==> src/rtl/core/i2c_register_access_sequencer_macros.svh <==
// assertion macros for the i2c register access sequencer
// used by the top level only; no other dependencies
`ifndef I2C_REGISTER_ACCESS_SEQUENCER_MACROS_SVH
`define I2C_REGISTER_ACCESS_SEQUENCER_MACROS_SVH

`ifndef SYNTH

// same-cycle implication, checked out of reset
`define RAS_ASSERT_IMPLIES(label, clk, rst_n, lhs, rhs) \
	label: assert property (@(posedge clk) disable iff (!rst_n) (lhs) |-> (rhs)) \
		else $error("implication failed");

// next-cycle implication, checked out of reset
`define RAS_ASSERT_NEXT(label, clk, rst_n, lhs, rhs) \
	label: assert property (@(posedge clk) disable iff (!rst_n) (lhs) |=> (rhs)) \
		else $error("next-cycle implication failed");

`else

`define RAS_ASSERT_IMPLIES(label, clk, rst_n, lhs, rhs)
`define RAS_ASSERT_NEXT(label, clk, rst_n, lhs, rhs)

`endif

`endif

==> src/rtl/core/i2c_ras_pkg.sv <==
// shared types and codes for the i2c register access sequencer
// no dependencies
`timescale 1ns / 1ps

package i2c_ras_pkg;

	localparam int BUFFER_DEPTH = 256;
	localparam int BUF_AW = (BUFFER_DEPTH > 1) ? $clog2(BUFFER_DEPTH) : 1;

	typedef enum logic [1:0] {
		REQ_LOAD   = 2'd0,
		REQ_START  = 2'd1,
		REQ_STATUS = 2'd2,
		REQ_UNUSED = 2'd3
	} req_type_t;

	typedef enum logic [2:0] {
		CMD_NONE    = 3'd0,
		CMD_START   = 3'd1,
		CMD_STOP    = 3'd2,
		CMD_ACK     = 3'd3,
		CMD_NACK_TX = 3'd4
	} bus_cmd_t;

	localparam logic [7:0] ST_START     = 8'd8;
	localparam logic [7:0] ST_REP_START = 8'd16;
	localparam logic [7:0] ST_SLAW_ACK  = 8'd24;
	localparam logic [7:0] ST_DATA_ACK  = 8'd40;
	localparam logic [7:0] ST_SLAR_ACK  = 8'd64;
	localparam logic [7:0] ST_RX_ACK    = 8'd80;
	localparam logic [7:0] ST_RX_NACK   = 8'd88;

	typedef struct packed {
		logic [1:0] req_type;
		logic       direction;
		logic [6:0] device_address;
		logic [7:0] register_address;
		logic [7:0] transfer_size;
		logic [7:0] load_index;
		logic [7:0] load_byte;
		logic [7:0] bus_status;
		logic [7:0] bus_data;
	} ras_req_t;

	typedef struct packed {
		logic       accepted;
		logic [2:0] bus_command;
		logic       send_valid;
		logic [7:0] send_byte;
		logic       recv_valid;
		logic [7:0] recv_index;
		logic [7:0] recv_byte;
		logic       busy_res;
		logic       done_res;
	} ras_rsp_t;

endpackage

==> src/rtl/core/i2c_ras_if.sv <==
// valid/ready channel interfaces for the i2c register access sequencer
// depends on i2c_ras_pkg
`timescale 1ns / 1ps

interface i2c_ras_req_if;
	logic                 valid;
	logic                 ready;
	i2c_ras_pkg::ras_req_t data;

	modport source (output valid, output data, input ready);
	modport sink (input valid, input data, output ready);
endinterface

interface i2c_ras_rsp_if;
	logic                 valid;
	logic                 ready;
	i2c_ras_pkg::ras_rsp_t data;

	modport source (output valid, output data, input ready);
	modport sink (input valid, input data, output ready);
endinterface

==> src/rtl/core/i2c_register_access_sequencer.sv <==
// top level of the i2c register access sequencer: control state, write buffer
// depends on i2c_ras_pkg, i2c_ras_if and the assertion macro header
`timescale 1ns / 1ps
`include "i2c_register_access_sequencer_macros.svh"

// Usage
// req channel: load, start and bus status transactions; rsp channel: one
// result per accepted request, in order.
// A load writes the write buffer, a start arms a transfer and asks for START,
// each status event yields the next bus command, a byte to send or a
// received byte with its index. A start while busy comes back with
// accepted low.
// The result is registered and valid in the cycle after a request is taken.
// Throughput: one request per cycle while rsp is taken. The write buffer is a
// synchronous RAM with one write and one read port; the read for the next data
// byte is launched as the status request is taken and its registered data
// feeds the result, so a load followed directly by a send of that entry is seen.
// The result register is refilled in the cycle it is drained, so req.ready
// stays high as long as rsp is taken; a stalled rsp holds its result and
// drops req.ready until it is taken.
// Reset clears busy and the transfer registers; the buffer is not cleared
// and needs no sweep: an unloaded entry reads as garbage.
module i2c_register_access_sequencer (
	input  logic           clk,
	input  logic           arst_n,
	i2c_ras_req_if.sink    req,
	i2c_ras_rsp_if.source  rsp
);
	import i2c_ras_pkg::*;

	logic [7:0] write_buffer [BUFFER_DEPTH];
	logic [7:0] rd_data_s1;

	logic       busy_q, busy_d;
	logic       read_mode_q, read_mode_d;
	logic [6:0] target_address_q, target_address_d;
	logic [7:0] target_register_q, target_register_d;
	logic [7:0] byte_count_q, byte_count_d;
	logic [8:0] byte_position_q, byte_position_d;

	logic       valid_s1;
	ras_rsp_t   res_s1, res_d;
	logic       mem_sel_s1, mem_sel_d;

	logic       fire;
	logic       wr_en;
	logic [8:0] pos_adv;
	logic [7:0] rsize_m1;
	ras_req_t   r;

	assign r     = req.data;
	assign req.ready = !valid_s1 || rsp.ready;
	assign fire  = req.valid && req.ready;

	// saturating advance of the byte position
	assign pos_adv  = (byte_position_q < 9'd256) ? byte_position_q + 9'd1 : byte_position_q;
	// read size minus one, size zero counts as one
	assign rsize_m1 = (byte_count_q == 8'd0) ? 8'd0 : byte_count_q - 8'd1;

	always_comb begin
		res_d             = '0;
		res_d.accepted    = 1'b1;
		mem_sel_d         = 1'b0;
		wr_en             = 1'b0;
		busy_d            = busy_q;
		read_mode_d       = read_mode_q;
		target_address_d  = target_address_q;
		target_register_d = target_register_q;
		byte_count_d      = byte_count_q;
		byte_position_d   = byte_position_q;
		unique case (req_type_t'(r.req_type))
			REQ_LOAD: begin
				wr_en = ({1'b0, r.load_index} < 9'(BUFFER_DEPTH));
			end
			REQ_START: begin
				if (busy_q) begin
					res_d.accepted = 1'b0;
				end else begin
					read_mode_d       = r.direction;
					target_address_d  = r.device_address;
					target_register_d = r.register_address;
					byte_count_d      = r.transfer_size;
					busy_d            = 1'b1;
					res_d.bus_command = CMD_START;
				end
			end
			REQ_STATUS: begin
				if (busy_q) begin
					unique case (r.bus_status)
						ST_START: begin
							byte_position_d   = 9'd0;
							res_d.bus_command = CMD_NACK_TX;
							res_d.send_valid  = 1'b1;
							res_d.send_byte   = {target_address_q, 1'b0};
						end
						ST_SLAW_ACK: begin
							res_d.bus_command = CMD_NACK_TX;
							res_d.send_valid  = 1'b1;
							res_d.send_byte   = target_register_q;
						end
						ST_DATA_ACK: begin
							if (read_mode_q) begin
								res_d.bus_command = CMD_START;
							end else if (byte_position_q < {1'b0, byte_count_q}) begin
								res_d.bus_command = CMD_NACK_TX;
								res_d.send_valid  = 1'b1;
								// byte comes from the buffer read launched now
								mem_sel_d         = (byte_position_q < 9'(BUFFER_DEPTH));
								byte_position_d   = pos_adv;
							end else begin
								res_d.bus_command = CMD_STOP;
								res_d.done_res    = 1'b1;
								busy_d            = 1'b0;
							end
						end
						ST_REP_START: begin
							res_d.bus_command = CMD_NACK_TX;
							res_d.send_valid  = 1'b1;
							res_d.send_byte   = {target_address_q, 1'b1};
						end
						ST_SLAR_ACK: begin
							res_d.bus_command = (byte_count_q <= 8'd1) ? CMD_NACK_TX : CMD_ACK;
						end
						ST_RX_ACK: begin
							res_d.recv_valid  = 1'b1;
							res_d.recv_index  = byte_position_q[8] ? 8'hFF : byte_position_q[7:0];
							res_d.recv_byte   = r.bus_data;
							byte_position_d   = pos_adv;
							res_d.bus_command = (pos_adv < {1'b0, rsize_m1}) ? CMD_ACK : CMD_NACK_TX;
						end
						ST_RX_NACK: begin
							res_d.recv_valid  = 1'b1;
							res_d.recv_index  = byte_position_q[8] ? 8'hFF : byte_position_q[7:0];
							res_d.recv_byte   = r.bus_data;
							res_d.bus_command = CMD_STOP;
							res_d.done_res    = 1'b1;
							busy_d            = 1'b0;
						end
						default: begin
							res_d.bus_command = CMD_STOP;
							res_d.done_res    = 1'b1;
							busy_d            = 1'b0;
						end
					endcase
				end
			end
			default: begin
				res_d.accepted = 1'b0;
			end
		endcase
		res_d.busy_res = busy_d;
	end

	// write buffer: one write port for loads, one registered read port
	always_ff @(posedge clk) begin
		if (fire && wr_en) begin
			write_buffer[r.load_index[BUF_AW-1:0]] <= r.load_byte;
		end
		if (fire) begin
			rd_data_s1 <= write_buffer[byte_position_q[BUF_AW-1:0]];
		end
	end

	always_ff @(posedge clk or negedge arst_n) begin
		if (!arst_n) begin
			busy_q            <= 1'b0;
			read_mode_q       <= 1'b0;
			target_address_q  <= '0;
			target_register_q <= '0;
			byte_count_q      <= '0;
			byte_position_q   <= '0;
			valid_s1          <= 1'b0;
		end else begin
			if (fire) begin
				busy_q            <= busy_d;
				read_mode_q       <= read_mode_d;
				target_address_q  <= target_address_d;
				target_register_q <= target_register_d;
				byte_count_q      <= byte_count_d;
				byte_position_q   <= byte_position_d;
				valid_s1          <= 1'b1;
			end else if (rsp.ready) begin
				valid_s1 <= 1'b0;
			end
		end
	end

	always_ff @(posedge clk) begin
		if (fire) begin
			res_s1     <= res_d;
			mem_sel_s1 <= mem_sel_d;
		end
	end

	always_comb begin
		rsp.data = res_s1;
		if (mem_sel_s1) begin
			rsp.data.send_byte = rd_data_s1;
		end
	end
	assign rsp.valid = valid_s1;

	`RAS_ASSERT_IMPLIES(a_done_clears_busy, clk, arst_n, valid_s1 && res_s1.done_res, !res_s1.busy_res && (res_s1.bus_command == CMD_STOP))
	`RAS_ASSERT_NEXT(a_start_busy_rejected, clk, arst_n, fire && (r.req_type == REQ_START) && busy_q, !res_s1.accepted && (res_s1.bus_command == CMD_NONE))
	`RAS_ASSERT_IMPLIES(a_busy_falls_on_done, clk, arst_n, $fell(busy_q), valid_s1 && res_s1.done_res)
	`RAS_ASSERT_IMPLIES(a_mem_sel_sends, clk, arst_n, valid_s1 && mem_sel_s1, res_s1.send_valid && !read_mode_q)

endmodule
==> src/flat_wrapper.sv <==
// flat-port wrapper written by rule: the top's interface ports become plain ports
module i2c_register_access_sequencer_flat import i2c_ras_pkg::*;
  (clk, arst_n, req_valid, req_data, req_ready, rsp_valid, rsp_data, rsp_ready);
  i2c_ras_req_if req_i ();
  i2c_ras_rsp_if rsp_i ();
  input  logic clk;
  input  logic arst_n;
  input wire logic [$bits(req_i.valid)-1:0] req_valid;
  input wire logic [$bits(req_i.data)-1:0] req_data;
  output wire logic [$bits(req_i.ready)-1:0] req_ready;
  output wire logic [$bits(rsp_i.valid)-1:0] rsp_valid;
  output wire logic [$bits(rsp_i.data)-1:0] rsp_data;
  input wire logic [$bits(rsp_i.ready)-1:0] rsp_ready;
  assign req_i.valid = req_valid;
  assign req_i.data = req_data;
  assign req_ready = req_i.ready;
  assign rsp_valid = rsp_i.valid;
  assign rsp_data = rsp_i.data;
  assign rsp_i.ready = rsp_ready;
  i2c_register_access_sequencer u_core (.clk(clk), .arst_n(arst_n), .req(req_i), .rsp(rsp_i));
endmodule
==> config.mk <==
export PLATFORM = sky130hd
export DESIGN_NAME = i2c_register_access_sequencer_flat
export DESIGN_NICKNAME = d
export VERILOG_FILES = /design/src/rtl/core/i2c_ras_pkg.sv /design/src/rtl/core/i2c_ras_if.sv /design/src/rtl/core/i2c_register_access_sequencer.sv /design/src/flat_wrapper.sv
export VERILOG_INCLUDE_DIRS = /design/src /design/src/rtl/core
export SDC_FILE = /design/constraint.sdc
export NUM_CORES = 2
export LEC_CHECK = 0
export BUFFER_PORTS_ARGS = -buffer_cell sky130_fd_sc_hd__buf_4
export CAP_MARGIN = 0
export CORE_ASPECT_RATIO = 1.4
export CORE_UTILIZATION = 50
export CTS_BUF_LIST = sky130_fd_sc_hd__clkbuf_2
export DETAILED_ROUTE_END_ITERATION = 12
export GPL_TIMING_DRIVEN = 0
export PLACE_DENSITY = 0.73
export REMOVE_ABC_BUFFERS = 1
export SLEW_MARGIN = 20
export SYNTH_ARGS = -nofsm -noshare
export SYNTH_HDL_FRONTEND = slang
export SYNTH_SLANG_ARGS = --single-unit
==> constraint.sdc <==
create_clock -name clk -period 7.8 [get_ports clk]
set_clock_uncertainty 0.15 [all_clocks]
set_input_delay 1.56 -clock clk [delete_from_list [all_inputs] [get_ports clk]]
set_output_delay 1.56 -clock clk [all_outputs]
set_load 0.05 [all_outputs]
==> impl_metrics.tcl <==
set metrics [dict create \
    status "finished clean" \
    drc 0 \
    drt-pass1-iter-count 8 \
    dp_hpwl_um 116000 \
    critPathArrivalTime_ns 6.21 \
    dieHeight_um 485 \
    whs_ns 0.199 \
    worst_pin_slew_ns 1.25 \
    rr_endpoint "u_core.rd_data_s1[1]" \
    io_pins 96 \
    regArea_um2 63600 \
    viasPerCell 6.13 \
    h-tree-depth 5 \
    drtIter0Drc 4379 \
    ir_worst_vdd_v 0.000142 \
    finish.utilization_pct 55.4 \
    dieArea_um2 169000 \
    nets 4569 \
    synth_seq_cells 2124 \
    place_congestion 0.827 \
    ys.flop_type "edfxtp_1" \
    clockRootBuffer "clkbuf_2" \
    routed_wl_um 194000 \
    synth_area_um2 83400 \
    met3_usage_pct 4.50 \
    ys_warn_count 0 \
    slew_violations 0 \
    rows 177 \
    synthCells 4080 \
    grt_pass1_wl_um 283000 \
    p_switching_w 0.00450 \
    ant_nets 0 \
    die_w_um 347 \
    cp.required_ns 9.08 \
    internal_power_w 0.0153 \
    clk_latency_ns 1.76 \
    synth-edff-count 2089 \
    grtUsageMet1_pct 28.6 \
    tns_ns 0 \
    async_reset_ff_share_pct 1.65 \
    powerDensity_nw_per_um2 215 \
    crit_path_start_kind "register" \
    power_leakage_nw 28.4 \
    core_region_area_um2 166000 \
    setup_viol 0 \
    antenna_found_initial 6 \
    hold_depth 4 \
    r2r-start "u_core.byte_position_q[0]" \
    min_from "req_data[11]" \
    fillers 12100 \
    crit_path_max_fanout 34 \
    cts_sinks 2124 \
    drive_gt1_share_pct 28.6 \
    synth.yosys.seq_area_share_pct 76.2 \
    syn_to_final_growth_pct 10.1 \
    cap_violations 0 \
    end_kind "register" \
    reg2reg_depth 10 \
    postCtsSetupBuffers 0 \
    overflow 0 \
    multi_input_area_um2 18100 \
    globalRouteMet2Util_pct 38.7 \
    grt.total_usage_pct 22.9 \
    finalHoldViolCount 0 \
    comb_power_share_pct 2.6 \
    fmax_mhz 203 \
    crit_type "register to register" \
    clk_path_buf_depth 4 \
    final.min_clock_period_ns 4.93 \
    grt_most_used_layer "met2" \
    grt_pass1_vias 43800 \
    yosysUniqueCellTypes 76 \
    start_util_pct 50.3 \
    dp_cells 6135 \
    switching_share_pct 22.8 \
    syn_avg_cell_area_um2 20.5 \
    cts_tree "done" \
    vias 42700 \
    clk_pin_slew_ns 0.11 \
    grt_max_degree 133 \
    p_clk_share_pct 33.6 \
    cts_buffers 446 \
    whs_endpoint "u_core.rsp.data[30]" \
    stdcell_count 6979 \
    min_path_type "input pin to register" \
    rsz0062_at_grt "no" \
    fin_crit_sh_pct 63.2 \
    relSlewSlack_pct 15.9 \
    io_buffers 95 \
    wire_per_inst_um 27.7 \
    p_seq_share_pct 63.8 \
    reg2reg_slack_ns 2.87 \
]
-- routing by layer --
| layer | wire, um | share of wire, % | vias up |
|---|---|---|---|
| li1 | - | - | 18000 |
| met1 | 69900 | 36 | 21900 |
| met2 | 98700 | 51 | 2428 |
| met3 | 16500 | 8.5 | 416 |
| met4 | 8430 | 4.4 | 6 |
| met5 | 44 | 0.023 | - |
-- cell usage after synthesis (9+ instances only) --
cell	instances	area [um2]
and2_1	12	75.1
a22oi_1	119	893
nand4_1	10	62.6
mux2i_1	141	1410
mux2_2	39	439
edfxtp_1	2089	62700
nand3b_1	10	75.1
o22ai_1	47	294
nor2b_1	17	106
mux4_2	447	10100
buf_2	65	325
buf_12	13	260
buf_6	35	394
nor3_1	23	115
xnor2_1	9	78.8
a22o_1	45	394
a221oi_1	41	359
nor2_1	310	1160
a31oi_1	13	81.3
a211oi_1	9	67.6
clkbuf_1	107	402
dfrtp_1	35	876
inv_1	17	63.8
a21oi_1	56	280
nand2_1	108	405
nand3_1	38	190
a31o_1	10	87.6
ha_1	22	275
o31ai_1	12	90.1
buf_4	32	240
o21ai_0	37	185
-- sequential cells by signal (all words and copies together), names as in the netlist --
register                  count
u_core.busy_q                 1
u_core.byte_count_q           8
u_core.byte_position_q        9
u_core.mem_sel_s1             1
u_core.rd_data_s1             8
u_core.read_mode_q            1
u_core.res_s1                 8
u_core.rsp.data              24
u_core.rsp.valid              1
u_core.target_address_q       7
u_core.target_register_q      8
u_core.write_buffer        2048
-- through the flow --
stage / power, W / instance area (um2) / worst slack, ns
detailed placement: 0.0134 / 87200 / 2.18
global placement: 0.0133 / 85100 / -26.59
finish: 0.0198 / 91800 / 2.87
global route: 0.0205 / 91800 / 2.83
floorplan: 0.0130 / 81700 / -16.59
CTS: 0.0199 / 91800 / 2.88
-- power groups by stage --
stage,Combinational (W),Clock [W],Sequential (W)
2_1_floorplan,0.000164,0,0.0129
3_3_place_gp,0.000433,0,0.0129
3_5_place_dp,0.000493,0,0.0129
4_1_cts,0.000516,0.00675,0.0126
5_1_grt,0.000553,0.00728,0.0126
6_report,0.000514,0.00663,0.0126
-- cells by family after synthesis --
logic type | count (synthesis) | share of synthesized area [%]
AND/OR/NAND/NOR | 567 | 2.98
AO/OA/AOI/OAI | 444 | 3.87
multiplexers | 627 | 14.3
adder cells (fa/ha/maj) | 22 | 0.330
flip-flops | 2124 | 76.2
XOR/XNOR | 11 | 0.115
buffers and inverters | 285 | 2.19
-- worst max-delay path, stage by stage, from the launching register on --
cell      delay, ns
dfrtp_4        0.66
buf_16         0.30
buf_16         0.27
buf_16         0.28
buf_16         0.29
mux4_2         0.58
a22oi_1        0.34
nand3b_1       0.20
a31o_1         0.34
o221ai_1       0.65
o31ai_1        0.36
-- how the worst max path moves through the flow --
stage                         startpoint                          end  cells after the start
6_report       u_core.byte_position_q[0]         u_core.rd_data_s1[1]                     10
5_1_grt        u_core.byte_position_q[0]         u_core.rd_data_s1[1]                     10
4_1_cts                u_core.mem_sel_s1                 rsp_data[24]                      2
3_5_place_dp                   rsp_ready  u_core.write_buffer[253][1]                      9
3_3_place_gp   u_core.byte_position_q[0]          u_core.rsp.data[28]                      9
2_1_floorplan  u_core.byte_position_q[0]          u_core.rsp.data[30]                      9
-- area by class of cell --
cell class | instances | area share (%)
sequential | 2124 | 69.3
tap | 2148 | 2.93
antenna | 7 | 0.0191
timing repair buffer | 223 | 3.50
multi-input combinational | 1671 | 19.7
clock buffer | 610 | 3.32
inverter | 19 | 0.0777
clock inverter | 177 | 1.13
-- placed cells by master (no fill, tap or decap), types with 34 or more instances in the layout --
cell type / n
clkinv_2: 35
buf_16: 51
nand3_1: 34
edfxtp_1: 2089
a221oi_1: 41
mux2_2: 39
clkbuf_2: 610
o21ai_0: 37
nand2_1: 95
buf_4: 87
a22o_1: 45
mux2i_1: 141
dlygate4sd3_1: 49
a21oi_1: 56
clkinv_1: 126
mux4_2: 447
a22oi_1: 119
nor2_1: 307
o22ai_1: 47
-- what timing repair did --
item | CTS | global route
gates resized for setup | 0 | 0
hold buffers | 50 | 0
endpoints found under the hold margin | 242 | 0
endpoints found under the setup margin | 0 | 0
No activity file was read; power rests on OpenSTA's default activity.
